## src/hw/rtl/mtbd_pkg.sv

```systemverilog
package mtbd_pkg;

   localparam int STATE_WORDS = 624;
   localparam int SHIFT_WORDS = 397;
   localparam int IDX_W       = $clog2(STATE_WORDS);
   localparam int WORD_W      = 32;
   localparam int QUEUE_DEPTH = 2;

   localparam logic [WORD_W-1:0] SEED_RESET  = 32'd5489;
   localparam logic [WORD_W-1:0] FILL_MULT   = 32'd1812433253;
   localparam logic [WORD_W-1:0] TWIST_XOR   = 32'h9908b0df;
   localparam logic [WORD_W-1:0] TEMPER_B    = 32'h9d2c5680;
   localparam logic [WORD_W-1:0] TEMPER_C    = 32'hefc60000;
   localparam logic [WORD_W-1:0] UPPER_MASK  = 32'h80000000;
   localparam logic [WORD_W-1:0] LOWER_MASK  = 32'h7fffffff;

   localparam logic OP_DRAW   = 1'b0;
   localparam logic OP_RESEED = 1'b1;

   typedef struct packed {
      logic              reseed;
      logic              full_word;
      logic [WORD_W-1:0] bound;
      logic [WORD_W-1:0] mask;
   } item_type;

   function automatic logic [WORD_W-1:0] smear(input logic [WORD_W-1:0] b);
      logic [WORD_W-1:0] m;
      m = b;
      m = m | (m >> 1);
      m = m | (m >> 2);
      m = m | (m >> 4);
      m = m | (m >> 8);
      m = m | (m >> 16);
      return m;
   endfunction

   function automatic logic [WORD_W-1:0] temper(input logic [WORD_W-1:0] w);
      logic [WORD_W-1:0] y;
      y = w;
      y = y ^ (y >> 11);
      y = y ^ ((y << 7) & TEMPER_B);
      y = y ^ ((y << 15) & TEMPER_C);
      y = y ^ (y >> 18);
      return y;
   endfunction

   function automatic logic [WORD_W-1:0] twist(input logic [WORD_W-1:0] cur,
                                               input logic [WORD_W-1:0] nxt,
                                               input logic [WORD_W-1:0] far);
      logic [WORD_W-1:0] y;
      logic [WORD_W-1:0] w;
      y = (cur & UPPER_MASK) | (nxt & LOWER_MASK);
      w = far ^ (y >> 1);
      if (nxt[0]) begin
         w = w ^ TWIST_XOR;
      end
      return w;
   endfunction

endpackage

```

## src/hw/rtl/mtbd_queue.sv

```systemverilog
module mtbd_queue (
   input  logic               clock,
   input  logic               reset,
   input  logic               push_valid,
   output logic               push_ready,
   input  mtbd_pkg::item_type push_item,
   output logic               pop_valid,
   input  logic               pop_ready,
   output mtbd_pkg::item_type pop_item
);

   localparam int PTR_W = (mtbd_pkg::QUEUE_DEPTH > 1) ? $clog2(mtbd_pkg::QUEUE_DEPTH) : 1;
   localparam int CNT_W = $clog2(mtbd_pkg::QUEUE_DEPTH + 1);

   mtbd_pkg::item_type slot_ff [mtbd_pkg::QUEUE_DEPTH];
   logic [PTR_W-1:0]   wr_ptr_ff;
   logic [PTR_W-1:0]   rd_ptr_ff;
   logic [CNT_W-1:0]   count_ff;
   logic               do_push;
   logic               do_pop;

   assign push_ready = (count_ff != CNT_W'(mtbd_pkg::QUEUE_DEPTH));
   assign pop_valid  = (count_ff != '0);
   assign pop_item   = slot_ff[rd_ptr_ff];
   assign do_push    = push_valid && push_ready;
   assign do_pop     = pop_valid && pop_ready;

   always_ff @(posedge clock) begin
      if (do_push) begin
         slot_ff[wr_ptr_ff] <= push_item;
      end
   end

   always_ff @(posedge clock) begin
      if (reset) begin
         wr_ptr_ff <= '0;
         rd_ptr_ff <= '0;
         count_ff  <= '0;
      end else begin
         if (do_push) begin
            wr_ptr_ff <= (wr_ptr_ff == PTR_W'(mtbd_pkg::QUEUE_DEPTH - 1)) ? '0
                         : wr_ptr_ff + 1'b1;
         end
         if (do_pop) begin
            rd_ptr_ff <= (rd_ptr_ff == PTR_W'(mtbd_pkg::QUEUE_DEPTH - 1)) ? '0
                         : rd_ptr_ff + 1'b1;
         end
         if (do_push && !do_pop) begin
            count_ff <= count_ff + 1'b1;
         end else if (do_pop && !do_push) begin
            count_ff <= count_ff - 1'b1;
         end
      end
   end

endmodule

```

## config.mk

```make
export PLATFORM = sky130hd
export DESIGN_NAME = mtbd_queue
export DESIGN_NICKNAME = d
export VERILOG_FILES = /design/src/hw/rtl/mtbd_pkg.sv /design/src/hw/rtl/mtbd_queue.sv
export SDC_FILE = /design/constraint.sdc
export NUM_CORES = 1
export LEC_CHECK = 0
export BUFFER_PORTS_ARGS = -buffer_cell sky130_fd_sc_hd__buf_2
export CORE_UTILIZATION = 45
export CTS_BUF_LIST = sky130_fd_sc_hd__clkbuf_2
export CTS_CLUSTER_DIAMETER = 150
export DETAILED_ROUTE_END_ITERATION = 7
export GPL_TIMING_DRIVEN = 0
export PLACE_DENSITY = 0.7
export REMOVE_ABC_BUFFERS = 1
export SKIP_CTS_REPAIR_TIMING = 1
export SYNTH_ARGS = -nofsm -noshare
export SYNTH_HDL_FRONTEND = slang
export SYNTH_SLANG_ARGS = --single-unit
```

## constraint.sdc

```tcl
create_clock -name clock -period 7.6 [get_ports clock]
set_input_delay 0.38 -clock clock [delete_from_list [all_inputs] [get_ports clock]]
set_output_delay 0.38 -clock clock [all_outputs]
set_load 0.02 [all_outputs]
```

==> flow_metrics.env <==
export IMPL_synth_compound_area_share_pct=0.6015
export IMPL_start_util_pct=46.05
export IMPL_area_delta_synth_final_pct=33.61
export IMPL_synth_top_area_share_pct=79.40
export IMPL_seq_power_share_pct=54.0
export IMPL_insertion_delay_ns=0.62
export IMPL_stdcell_count=600
export IMPL_synth_mux_area_share_pct=14.89
export IMPL_critPathMaxFanout=66
export IMPL_htreeDepth=4
export IMPL_final_common_cell="buf_2"
export IMPL_setup_tns_ns=0
export IMPL_placed_cell_area_um2=5829
export IMPL_die_w_um=107.3
export IMPL_yosys_area_share_simple_pct=1.003
export IMPL_yosys_area_share_adder_pct=0.2506
export IMPL_grt_max_degree=67
export IMPL_cp_arrival_ns=2.18
export IMPL_grt_pass1_vias=2592
export IMPL_ant_nets=0
export IMPL_wl_um=8828
export IMPL_port_buffers=137
export IMPL_die_height_um=107.3
export IMPL_final_layout_size_suffix_gt1_share_pct=51.96
export IMPL_routabilityCongestion=0.6605
export IMPL_design_area_um2=6670
export IMPL_fmax_mhz=389.9
export IMPL_synth_top_family_by_area="multiplexers"
export IMPL_worst_pin_slew_ns=0.8972
export IMPL_layout_setup_ws_ns=5.035
export IMPL_drc_errors=0
export IMPL_drtPass1Iterations=4
export IMPL_drt_iter0_markers=135
export IMPL_antennaDiodeCount=0
export IMPL_grt_pass1_wl_um=12500
export IMPL_vias=2786
export IMPL_setup_violations_final=0
export IMPL_final_max_slew_viol_count=0
export IMPL_dpl_hpwl_um=5211
export IMPL_cts_sinks=137
export IMPL_internal_power_mw=1.282
export IMPL_rsz0062_at_grt="false"
export IMPL_post_route_util_pct=61.53
export IMPL_crit_path_end_kind="output port"
export IMPL_syn_area_um2=4992
export IMPL_avgSynthCellArea_um2=21.80
export IMPL_placementRows=38
export IMPL_hp_class="primary input to register"
export IMPL_leakage_nw=2.530
export IMPL_p_clk_share_pct=16.9
export IMPL_numCtsBuffers=17
export IMPL_pwr_share_comb_pct=29.1
export IMPL_dieArea_um2=11520
export IMPL_io_pins=138
export IMPL_root_buffer="clkbuf_2"
export IMPL_placed_cells=500
export IMPL_status="finished clean"
export IMPL_fin_crit_ns=2.565
export IMPL_final_cell_mix="137 x buf_2, 132 x edfxtp_1, 68 x dlygate4sd3_1"
export IMPL_ys_top_cells_by_area="edfxtp_1 79%, mux2_2 15%, dfxtp_1 2.0%"
export IMPL_crit_path_start_kind="register"
export IMPL_final_net_count=518
export IMPL_clk_transition_reported_paths_ns=0.15
export IMPL_fin_crit_sh_pct=33.75
export IMPL_max_vdd_ir_drop_mv=0.1520
export IMPL_p_per_area_nw_per_um2=281.7
export IMPL_yosysTopAreaCell="edfxtp_1"
export IMPL_hold_viol_final=0
export IMPL_switching_share_pct=31.76
export IMPL_ys_types=19
export IMPL_grt_overflow=0
export IMPL_routed_via_density=4.643
export IMPL_clock_skew_ns=0.02627
export IMPL_ys_seq_area_share_pct=81.40
export IMPL_synth_warning_count=0
export IMPL_place_ws_ns=5.645
export IMPL_core_area_um2=10840
export IMPL_synth_seq_cells=137
export IMPL_cts_tree="built"
export IMPL_wire_per_inst_um=14.71
export IMPL_cap_viol_max_count=0
export IMPL_antenna_found_initial=0
export IMPL_switching_power_mw=0.5968
export IMPL_synth_xor_area_share_pct=0.5263
export IMPL_slew_headroom_pct=40.19
export IMPL_worstSetupPathType="register to output port"
export IMPL_cts_path_max_buffers=2
export IMPL_netlist_instances=229
export IMPL_grtUsageTotal_pct=15.01
export IMPL_critPathRequiredTime_ns=7.22
## stage by stage
stage	hold WS, ns	power, mW
after detailed placement	0.4985	1.564
final	0.2239	1.879
after floorplan	0.4491	1.379
after CTS	-0.1735	1.887
after global placement	0.4849	1.568
after global routing	0.1357	1.982
## worst paths after layout
kind	startpoint	endpoint	slack [ns]	cells after the start
max reg2reg	count_ff[0]$_SDFFE_PP0P_	slot_ff[0][0]$_DFFE_PP_	5.73	3
min	pop_ready	register	0.22	4
min reg2reg	rd_ptr_ff$_SDFFE_PP0P_	register	0.52	2
max	register	pop_item[53]	5.04	2
## registers in the layout, indices dropped and copies added, names as in the netlist, named ones only
signal	cells
slot_ff	132
wr_ptr_ff	1
rd_ptr_ff	1
count_ff	2
## layout make-up
cell class,count,area [um2]
multi-input combinational,84,867.1
tap,140,175.2
clock buffer,25,125.1
inverter,1,6.256
sequential,137,4068
fill,876,4170
clock inverter,7,35.03
timing repair buffer,206,1394
## worst max-delay path, cell delays in order, from the launching register on
cell     delay (ns)
dfxtp_4        0.95
mux2_2         0.42
buf_2          0.16
## cells in the mapped netlist
library cell	count
or2_2	1
inv_1	1
edfxtp_1	132
mux2_2	66
buf_4	1
nand2b_1	1
and3_1	1
ha_1	1
xor2_1	3
nand3b_1	1
buf_2	2
a21oi_1	2
or3_1	1
o21ai_0	2
a21bo_2	1
nor2_1	3
buf_6	4
and2_1	1
dfxtp_1	5
## routing by layer
metal,wire (um),track usage [%]
met3,532,6.416
met1,3512,16.40
met5,0,0
met2,4699,25.62
met4,83,6.164
## kinds of logic after synthesis
family,count (synthesis)
multiplexers,66
adder cells (fa/ha/maj),1
buffers and inverters,8
AO/OA/AOI/OAI,5
XOR/XNOR,3
flip-flops,137
AND/OR/NAND/NOR,9
## power groups by stage
| stage | sequential (mW) | clock [mW] | combinational, mW |
|---|---|---|---|
| after global placement | 1.04 | 0 | 0.529 |
| after CTS | 1.02 | 0.338 | 0.528 |
| after detailed placement | 1.04 | 0 | 0.526 |
| after global routing | 1.03 | 0.368 | 0.583 |
| final | 1.01 | 0.318 | 0.546 |
| after floorplan | 1.01 | 0 | 0.366 |
(Power assumes the default switching activity.)
