File: src/hw/rtl/mtbd_pkg.sv
package mtbd_pkg;

   localparam int STATE_WORDS = 624;
   localparam int SHIFT_WORDS = 397;
   localparam int IDX_W       = $clog2(STATE_WORDS);
   localparam int WORD_W      = 32;
   localparam int QUEUE_DEPTH = 2;

   localparam logic [WORD_W-1:0] SEED_RESET  = 32'd5489;
   localparam logic [WORD_W-1:0] FILL_MULT   = 32'd1812433253;
   localparam logic [WORD_W-1:0] TWIST_XOR   = 32'h9908b0df;
   localparam logic [WORD_W-1:0] TEMPER_B    = 32'h9d2c5680;
   localparam logic [WORD_W-1:0] TEMPER_C    = 32'hefc60000;
   localparam logic [WORD_W-1:0] UPPER_MASK  = 32'h80000000;
   localparam logic [WORD_W-1:0] LOWER_MASK  = 32'h7fffffff;

   localparam logic OP_DRAW   = 1'b0;
   localparam logic OP_RESEED = 1'b1;

   typedef struct packed {
      logic              reseed;
      logic              full_word;
      logic [WORD_W-1:0] bound;
      logic [WORD_W-1:0] mask;
   } item_type;

   function automatic logic [WORD_W-1:0] smear(input logic [WORD_W-1:0] b);
      logic [WORD_W-1:0] m;
      m = b;
      m = m | (m >> 1);
      m = m | (m >> 2);
      m = m | (m >> 4);
      m = m | (m >> 8);
      m = m | (m >> 16);
      return m;
   endfunction

   function automatic logic [WORD_W-1:0] temper(input logic [WORD_W-1:0] w);
      logic [WORD_W-1:0] y;
      y = w;
      y = y ^ (y >> 11);
      y = y ^ ((y << 7) & TEMPER_B);
      y = y ^ ((y << 15) & TEMPER_C);
      y = y ^ (y >> 18);
      return y;
   endfunction

   function automatic logic [WORD_W-1:0] twist(input logic [WORD_W-1:0] cur,
                                               input logic [WORD_W-1:0] nxt,
                                               input logic [WORD_W-1:0] far);
      logic [WORD_W-1:0] y;
      logic [WORD_W-1:0] w;
      y = (cur & UPPER_MASK) | (nxt & LOWER_MASK);
      w = far ^ (y >> 1);
      if (nxt[0]) begin
         w = w ^ TWIST_XOR;
      end
      return w;
   endfunction

endpackage

File: src/hw/rtl/mtbd_front.sv
module mtbd_front (
   input  logic                       req_valid,
   output logic                       req_ready,
   input  logic                       req_opcode,
   input  logic [mtbd_pkg::WORD_W-1:0] req_bound,
   output logic                       push_valid,
   input  logic                       push_ready,
   output mtbd_pkg::item_type         push_item
);

   // A zero bound draws the whole word, so the mask is forced to all ones.
   always_comb begin
      push_item.reseed    = (req_opcode == mtbd_pkg::OP_RESEED);
      push_item.full_word = (req_bound == '0);
      push_item.bound     = req_bound;
      push_item.mask      = (req_bound == '0) ? '1 : mtbd_pkg::smear(req_bound);
   end

   assign push_valid = req_valid;
   assign req_ready  = push_ready;

endmodule

File: config.mk
export PLATFORM = sky130hd
export DESIGN_NAME = mtbd_front
export DESIGN_NICKNAME = d
export VERILOG_FILES = /design/src/hw/rtl/mtbd_pkg.sv /design/src/hw/rtl/mtbd_front.sv
export SDC_FILE = /design/constraint.sdc
export NUM_CORES = 1
export LEC_CHECK = 0
export ABC_AREA = 1
export BUFFER_PORTS_ARGS = -buffer_cell sky130_fd_sc_hd__clkbuf_2
export CORE_ASPECT_RATIO = 0.75
export CORE_MARGIN = 5
export CORE_UTILIZATION = 30
export DETAILED_ROUTE_END_ITERATION = 10
export GPL_TIMING_DRIVEN = 0
export PLACE_DENSITY = 0.68
export SLEW_MARGIN = 25
export SYNTH_ARGS = -nofsm -noshare
export SYNTH_HDL_FRONTEND = slang
export SYNTH_SLANG_ARGS = --single-unit
export TNS_END_PERCENT = 100
File: constraint.sdc
create_clock -name vclk -period 3.3
set_input_delay 0.66 -clock vclk [all_inputs]
set_output_delay 0.66 -clock vclk [all_outputs]
set_load 0.03 [all_outputs]
==> results of run 1 <==
## synth_stat cells
cell	n
conb_1	1
inv_1	22
nand4_1	2
nand3b_1	1
and2_1	1
nand2_2	8
nand3_1	2
buf_4	36
nor2_1	64
inv_2	3
nor2_2	2
buf_2	1
buf_6	2
nand2_1	68
## path summary, 6_finish.rpt
kind | start | end | cells after the start
worst min-delay path | req_valid | push_valid | 2
worst max-delay path | req_bound[18] | push_item[28] | 11
## power breakdown
group	total (W)	switching [W]	internal, W
sequential	0	0	0
clock	0	0	0
combinational	0.000166	0.000101	0.0000644
## critical path: cells and delay by family
kind	cells	cell delay, ns
buffers and inverters	5	0.67
and+or+nand+nor	6	0.68
## stage by stage
step	util, %	instances	total power (W)	hold slack [ns]	setup WS (ns)
floorplan	-	213	0.0001106	1.452	0.9395
global placement	47.34	352	0.0001658	1.582	0.6432
detailed placement	47.34	352	0.0001667	1.584	0.6334
CTS	47.34	352	0.0001672	1.584	0.6228
global route	47.34	352	0.0001792	1.589	0.5021
finish	47.34	352	0.0001656	1.583	0.6353
## cells in the final DEF (no fill, tap or decap)
cell,Yosys,final
buf_2,1,1
conb_1,1,1
clkbuf_2,0,99
nand3_1,2,2
nand2_2,8,8
and2_1,1,1
buf_4,36,36
nand4_1,2,2
nand2_1,68,68
inv_2,3,3
buf_6,2,2
inv_1,22,22
nor2_1,64,64
nor2_2,2,2
nand3b_1,1,1
## cell type report
type	count	share of cell area (%)
inverter	25	6.112
timing repair buffer	99	32.27
buffer	39	19.40
multi-input combinational	149	38.96
tap	40	3.260
## routing by layer
metal | global-route usage [%] | up-vias | routed length (microns)
li1 | - | 786 | -
met1 | 19.20 | 556 | 1614
met2 | 21.83 | 48 | 1443
met3 | 3.313 | 0 | 309
met4 | 0 | 0 | 0
met5 | 0 | - | 0
## cells by family (layout without fill, tap and decap cells)
group	count (synthesis)	in the layout
other	1	1
AND/OR/NAND/NOR	148	148
buffers and inverters	64	163
==> metrics.txt, run 1 <==
DRT Pass-1 Iters=4; status=finished clean; Yosys Warn Count=0; f_max=375.3 MHz; Worst EP required=2.64 ns; crit path launch type=input port; Multi-input gate area=598.1 sq um; post-synth top area share=27.31%; # rows=18; Final HPWL DP=3.049 mm; layout cells sized above 1=48.40%; placer congestion estimate=0.8474; Post-Synth XOR/XNOR Area=0%; Core Area=0.003243 sq mm; final setup fails=0; fillcell total=386; area leader, netlist=buf_4; RSZ-0062 raised after global routing=false; Die W=76.32 microns; Remaining DRCs=0; Mapped Area=989.7 sq um; syn_nets=248; kind of critical path=input port to primary output; Max VDD drop=52.32 uV; cts hold-fix bufs=0; antenna violations before repair=0; Seq/Total Area, Yosys=0%; Routed wire per std cell=9.568 microns; die height=59.74 microns; largest net degree at the start of global routing=11; Final nets=349; crit share post-route=80.75%; syn avg cell area=4.646 sq um; Syn-to-layout area delta=55.12%; Vias/cell=3.949; clkbuf count=0; leak pwr=0.8893 nW; CP max stage delay=0.20 ns; Tot GR Track Use=13.44%; mux cell area share after synthesis=0%; Worst Path Arrival=2.00 ns; FF/Latch Area=0 sq um; Period minus WS final=2.665 ns; worst hold path type=input port to primary output; Crit Path Max Fanout=10; num sequential=0; final wirelength=3.368 mm; Buffers on Ports=99; Die ar.=0.004559 sq mm; pwr/cell area=107.9 mW/mm^2; DRT antenna net count=0; Synth Area in Adders=0%; Initial Utilization=30.52%; Compound-Gate Fraction of Synth Area=0%; PostCTS Resize Cnt=0; Synth cell types=14; initial drt markers=37; Top Ports=103; maxcap violations=0; vias in the first global route=1213; Finished Cell Area=0.001535 sq mm; Post CTS Setup Buffer Count=0; Synth Area in Simple Gates=60.05%; Remaining Overflow, GRT=0; top post-synthesis cells by area=buf_4 (27%), nand2_1 (26%), nor2_1 (24%); Cells after Synth=213; CP Capture Type=primary output; main combinational cell family by area after synthesis=simple AND/OR/NAND/NOR gates; final setup TNS=0 ns; CP most frequent cell=nand2_1; Cell Chain, Critical Path=clkbuf_2 > nor2_1 > nand2_1 > inv_1 > nand2_1 > nor2_2 > nand2_1 > buf_6 > buf_6 > nand2_1 > clkbuf_2; DR vias=1390; slowest library cell on the worst path=clkbuf_2; number of diodes=0; DP Area=0.001535 sq mm; max-slew violations=0; Hold Fails Final Rpt=0; first-pass GRT wire length=5.306 mm
No activity file was read; power rests on OpenSTA's default activity.
==> inputs of run 2 (changes only) <==
--- a/config.mk
+++ b/config.mk
@@ -5,14 +5,14 @@
 export SDC_FILE = /design/constraint.sdc
 export NUM_CORES = 1
 export LEC_CHECK = 0
-export ABC_AREA = 1
+export ABC_AREA = 0
 export BUFFER_PORTS_ARGS = -buffer_cell sky130_fd_sc_hd__clkbuf_2
 export CORE_ASPECT_RATIO = 0.75
 export CORE_MARGIN = 5
-export CORE_UTILIZATION = 30
+export CORE_UTILIZATION = 29
 export DETAILED_ROUTE_END_ITERATION = 10
 export GPL_TIMING_DRIVEN = 0
-export PLACE_DENSITY = 0.68
+export PLACE_DENSITY = 0.79
 export SLEW_MARGIN = 25
 export SYNTH_ARGS = -nofsm -noshare
 export SYNTH_HDL_FRONTEND = slang
==> constraint.sdc (replaced) <==
create_clock -name vclk -period 2.44
set_input_delay 0.488 -clock vclk [all_inputs]
set_output_delay 0.488 -clock vclk [all_outputs]
set_load 0.03 [all_outputs]
==> run 2 against run 1 <==
The flow now finishes with violations (setup timing). Die area decreased by 22%. Routed wire length increased by 4.5%. Cell area rose by 15%. Combinational power grew 46%. Worst hold slack got worse by 0.35 ns. Largest cell class unchanged.
==> metrics.txt, run 2 <==
post-synth top area share=37.70% (was 27.31%); Multi-input gate area=569.3 sq um (was 598.1 sq um); first-pass GRT wire length=4.802 mm (was 5.306 mm); area leader, netlist=buf_4 (unchanged); # rows=15 (was 18); Buffers on Ports=99 (unchanged); Crit Path Max Fanout=10 (unchanged); Hold Fails Final Rpt=0 (unchanged); Remaining DRCs=0 (unchanged); Final HPWL DP=2.463 mm (was 3.049 mm); largest net degree at the start of global routing=11 (unchanged); Initial Utilization=30.81% (was 30.52%); syn avg cell area=6.894 sq um (was 4.646 sq um); crit path launch type=input port (unchanged); num sequential=0 (unchanged); Worst Path Arrival=2.15 ns (was 2.00 ns); kind of critical path=input port to primary output (unchanged); CP max stage delay=0.57 ns (was 0.20 ns); Top Ports=103 (unchanged); Die ar.=0.003577 sq mm (was 0.004559 sq mm); final wirelength=3.521 mm (was 3.368 mm); Final nets=256 (was 349); initial drt markers=20 (was 37); Seq/Total Area, Yosys=0% (unchanged); antenna violations before repair=0 (unchanged); f_max=378.7 MHz; die height=53.06 microns (was 59.74 microns); vias in the first global route=1021 (was 1213); Vias/cell=4.498 (was 3.949); max-slew violations=0 (unchanged); Psw=0.0001411 W (was 0.0001012 W); Commonest cells post-synth=buf_4 (36), nand2_1 (13), nor2_1 (7), nand3b_1 (6), nor4_1 (5) (was nand2_1 (68), nor2_1 (64), buf_4 (36), inv_1 (22), nand2_2 (8)); status=finished with violations (was finished clean); layout cells sized above 1=83.11% (was 48.40%); register share of total power=0% (about the same); fillcell total=194 (was 386); Cell Chain, Critical Path=buf_6 > or4_4 > or4_4 > buf_6 > nand4b_1 > clkbuf_8 (was clkbuf_2 > nor2_1 > nand2_1 > inv_1 > nand2_1 > nor2_2 > nand2_1 > buf_6 > buf_6 > nand2_1 > clkbuf_2); Yosys Warn Count=0 (unchanged); DR vias=1138 (was 1390); final core occ=75.54% (was 47.34%); final setup TNS=-2.193 ns (was 0 ns); most frequent cells in the layout=clkbuf_2 (71), buf_4 (49), clkbuf_8 (13), buf_6 (11), nand2_1 (9) (was clkbuf_2 (99), nand2_1 (68), nor2_1 (64), buf_4 (36), inv_1 (22)); Cells after Synth=104 (was 213); syn_nets=139 (was 248); DRT Pass-1 Iters=3 (was 4); Core Area=0.002327 sq mm (was 0.003243 sq mm); clkbuf count=0 (unchanged); crit share post-route=108.2%; combinational share of power=100.0% (about the same); placer congestion estimate=0.6979 (was 0.8474); Finished Cell Area=0.001758 sq mm (was 0.001535 sq mm); Tot GR Track Use=17.18% (was 13.44%); slowest library cell on the worst path=or4_4 (was clkbuf_2); Worst EP required=1.95 ns (was 2.64 ns); Remaining Overflow, GRT=0 (unchanged); RSZ-0062 raised after global routing=true (was false); critical path's top delay family=simple AND/OR/NAND/NOR gates (unchanged); Synth cell types=30 (was 14); Routed wire per std cell=13.92 microns (was 9.568 microns); top post-synthesis cells by area=buf_4 (38%), nand2_1 (6.8%), nand3b_1 (6.3%) (was buf_4 (27%), nand2_1 (26%), nor2_1 (24%)); DRT antenna net count=0 (unchanged); Max VDD drop=104.2 uV (was 52.32 uV); final setup fails=20 (was 0); maxcap violations=0 (unchanged); CP Capture Type=primary output (unchanged); worst hold path type=input port to primary output (unchanged); number of diodes=0 (unchanged); Period minus WS final=2.640 ns; Int Pwr=0.0001023 W (was 0.00006443 W); Die W=67.42 microns (was 76.32 microns); final worst slack=-0.2005 ns (was 0.6353 ns); Syn-to-layout area delta=145.2% (was 55.12%); dpl ws=-0.3854 ns (was 0.6334 ns); FF/Latch Area=0 sq um (unchanged); most numerous cell in the Yosys netlist=buf_4 (was nand2_1); most frequent standard cell in the layout excluding fill and tap cells=clkbuf_2 (unchanged); Sw Ratio=57.98% (was 61.09%); DP Area=0.001291 sq mm (was 0.001535 sq mm); Worst Path Buf+Inv=3 (was 5); clock group share of total power=0% (about the same); pwr/cell area=138.5 mW/mm^2 (was 107.9 mW/mm^2); Mapped Area=716.9 sq um (was 989.7 sq um); leak pwr=0.8755 nW (was 0.8893 nW); violated checks=setup timing
## run 2: changes by cell type after synthesis, sizes merged, moves of 4 or more
cell	delta
inv	-24
nand2	-63
nand3b	+5
nor2	-59
nor3	+5
nor4	+7
or4	+4
## run 2: logic make-up after synthesis
| kind of cell | share of synthesized area (%) |
|---|---|
| AOI/OAI and AO/OA | 5.411 |
| buffers and inverters | 40.31 |
| other | 0.5231 |
| and+or+nand+nor | 53.75 |
## run 2: path summary, 6_finish.rpt
check	cells past startpoint	endpoint	start
setup / recovery	6	push_item[21]	req_bound[12]
hold / removal	2	req_ready	push_ready
## run 2: repair_timing
item                                    CTS  global route
resized for setup                        48            46
hold buffers                              0             0
buffers inserted                          9             7
endpoints found under the setup margin   30            31
hold endpoints to repair                  0             0
pin swaps                                 6             6
## run 2: cell type report
type               instances  area share [%]
multi-input cells         65           32.38
inverters                  2          0.5694
repair buffers           115           48.61
plain buffers             37           16.01
well taps                 34           2.420
## run 2: metal layers
metal / global-route usage (%) / part of all wire [%]
met5: 0 / 0
met4: 2.357 / 1.2
met3: 1.274 / 6.6
met2: 32.46 / 54
met1: 21.55 / 39
## run 2: power groups by stage
stage	Clock, W	Combinational (W)	Sequential (W)
5_1_grt	0	0.000257	0
3_3_place_gp	0	0.000211	0
3_5_place_dp	0	0.000213	0
6_report	0	0.000243	0
4_1_cts	0	0.000230	0
2_1_floorplan	0	0.000136	0
## run 2: stage by stage
step           std cells  total power [W]  hold WS, ns
6_report             253        0.0002434        1.238
3_5_place_dp         237        0.0002127        1.239
3_3_place_gp         237        0.0002108        1.239
2_1_floorplan        104        0.0001357        1.108
4_1_cts              246        0.0002300        1.240
5_1_grt              253        0.0002575        1.242
==> inputs of run 3 (changes only) <==
--- a/config.mk
+++ b/config.mk
@@ -9,10 +9,10 @@
 export BUFFER_PORTS_ARGS = -buffer_cell sky130_fd_sc_hd__clkbuf_2
 export CORE_ASPECT_RATIO = 0.75
 export CORE_MARGIN = 5
-export CORE_UTILIZATION = 29
+export CORE_UTILIZATION = 30
 export DETAILED_ROUTE_END_ITERATION = 10
 export GPL_TIMING_DRIVEN = 0
-export PLACE_DENSITY = 0.79
+export PLACE_DENSITY = 0.78
 export SLEW_MARGIN = 25
 export SYNTH_ARGS = -nofsm -noshare
 export SYNTH_HDL_FRONTEND = slang
==> constraint.sdc (replaced) <==
create_clock -name vclk -period 2.6
set_input_delay 0.52 -clock vclk [all_inputs]
set_output_delay 0.52 -clock vclk [all_outputs]
set_load 0.03 [all_outputs]
==> run 3 against run 2 <==
The flow still finishes with violations (setup timing). Non-clock buffer count decreased by 4. Via count decreased by 0.26%. Count of clock-buffer cells in the layout unchanged. Combinational power decreased by 8.2%. Utilization decreased by 5.8 points.
==> metrics.txt, run 3 (same netlist as run 2, synthesis figures left out) <==
status=finished with violations (unchanged); violated checks=setup timing (unchanged); kind of critical path=input port to primary output (unchanged); Tot GR Track Use=15.74% (was 17.18%); max-slew violations=0 (unchanged); first-pass GRT wire length=4.512 mm (was 4.802 mm); CP Capture Type=primary output (unchanged); Initial Utilization=31.31% (was 30.81%); die height=52.34 microns (was 53.06 microns); maxcap violations=0 (unchanged); leak pwr=0.7952 nW (was 0.8755 nW); # rows=15 (unchanged); Cell Chain, Critical Path=buf_8 > or4_4 > or4_4 > buf_2 > nand2_1 > clkbuf_8 (was buf_6 > or4_4 > or4_4 > buf_6 > nand4b_1 > clkbuf_8); Die W=66.45 microns (was 67.42 microns); final setup fails=11 (was 20); fillcell total=201 (was 194); Vias/cell=4.558 (was 4.498); clkbuf count=0 (unchanged); pwr/cell area=139.8 mW/mm^2 (was 138.5 mW/mm^2); placer congestion estimate=0.7229 (was 0.6979); crit path launch type=input port (unchanged); FF/Latch Area=0 sq um (unchanged); worst hold path type=input port to primary output (unchanged); f_max=370.1 MHz; Buffers on Ports=99 (unchanged); antenna violations before repair=0 (unchanged); Multi-input gate area=539.3 sq um (was 569.3 sq um); Hold Fails Final Rpt=0 (unchanged); Crit Path Max Fanout=5 (was 10); RSZ-0062 raised after global routing=true (unchanged); Period minus WS final=2.702 ns; initial drt markers=36 (was 20); Syn-to-layout area delta=122.9% (was 145.2%); layout cells sized above 1=78.60% (was 83.11%); Worst EP required=2.08 ns (was 1.95 ns); CP most frequent cell=or4_4; most frequent cells in the layout=clkbuf_2 (82), buf_4 (47), nand2_1 (13), clkbuf_8 (12), nor2_1 (7) (was clkbuf_2 (71), buf_4 (49), clkbuf_8 (13), buf_6 (11), nand2_1 (9)); most frequent standard cell in the layout excluding fill and tap cells=clkbuf_2 (unchanged); Remaining DRCs=0 (unchanged); dpl ws=-0.2655 ns (was -0.3854 ns); largest net degree at the start of global routing=11 (unchanged); number of diodes=0 (unchanged); crit share post-route=103.9%; cts hold-fix bufs=0 (unchanged); DR vias=1135 (was 1138); slowest library cell on the worst path=or4_4 (unchanged); Finished Cell Area=0.001598 sq mm (was 0.001758 sq mm); Worst Path Arrival=2.18 ns (was 2.15 ns); Final HPWL DP=2.438 mm (was 2.463 mm); Max VDD drop=92.91 uV (was 104.2 uV); Power, Total=0.0002234 W (was 0.0002434 W); DP Area=0.001271 sq mm (was 0.001291 sq mm); final worst slack=-0.1022 ns (was -0.2005 ns); vias in the first global route=1027 (was 1021); final wirelength=3.306 mm (was 3.521 mm); DRT antenna net count=0 (unchanged); Final nets=252 (was 256); final core occ=69.78% (was 75.54%); Core Area=0.002290 sq mm (was 0.002327 sq mm); Top Ports=103 (unchanged); num sequential=0 (unchanged); Die ar.=0.003478 sq mm (was 0.003577 sq mm); DRT Pass-1 Iters=5 (was 3); Routed wire per std cell=13.28 microns (was 13.92 microns); Remaining Overflow, GRT=0 (unchanged); CP max stage delay=0.58 ns (was 0.57 ns)
-- run 3: cell count changes in the layout (fill, tap and decap cells not counted), sizes merged --
cell    delta
buf       -14
clkbuf    +10
inv        -1
clkinv     +1
-- run 3: worst max-delay path: cells and delay by family --
kind                   cells  cell delay, ns
AND/OR/NAND/NOR            3            1.22
buffers and inverters      3            0.44
-- run 3: path summary, 6_finish.rpt --
kind / startpoint / end / cells after the start
worst max-delay path: req_bound[13] / push_item[25] / 6
worst min-delay path: req_valid / push_valid / 2
-- run 3: what timing repair did --
| action | CTS | global route |
|---|---|---|
| endpoints found under the setup margin | 21 | 28 |
| endpoints found under the hold margin | 0 | 0 |
| resized for setup | 32 | 22 |
| pin swaps | 7 | 6 |
| cloned | 0 | 1 |
| setup buffers | 6 | 5 |
-- run 3: metrics by stage --
step	std cells	hold WS, ns	setup TNS (ns)
after floorplan	104	1.172	-0.02686
after global placement	237	1.303	-4.662
after detailed placement	237	1.304	-4.073
after CTS	243	1.303	-0.3964
after global routing	249	1.306	-1.547
final	249	1.301	-0.7825
-- run 3: power by group --
| part | total (W) | internal [W] | switching [W] |
|---|---|---|---|
| Clock | 0 | 0 | 0 |
| Combinational | 0.000223 | 0.0000932 | 0.000130 |
| Sequential | 0 | 0 | 0 |
| Total | 0.000223 | 0.0000932 | 0.000130 |
-- run 3: routing by layer --
layer	wire length [microns]	GRT usage, %	vias to the layer above	part of all wire [%]
met5	0	0	-	0
met4	55	2.703	0	1.7
met3	229	0.4292	6	6.9
met2	1675	29.82	53	51
met1	1346	19.95	516	41
li1	-	-	560	-
-- run 3: area by class of cell --
type / instances / area share [%]
Buffer: 37 / 17.62
Inverter: 2 / 0.4699
Multi-Input combinational cell: 65 / 33.75
Tap cell: 34 / 2.662
Timing Repair Buffer: 111 / 45.50
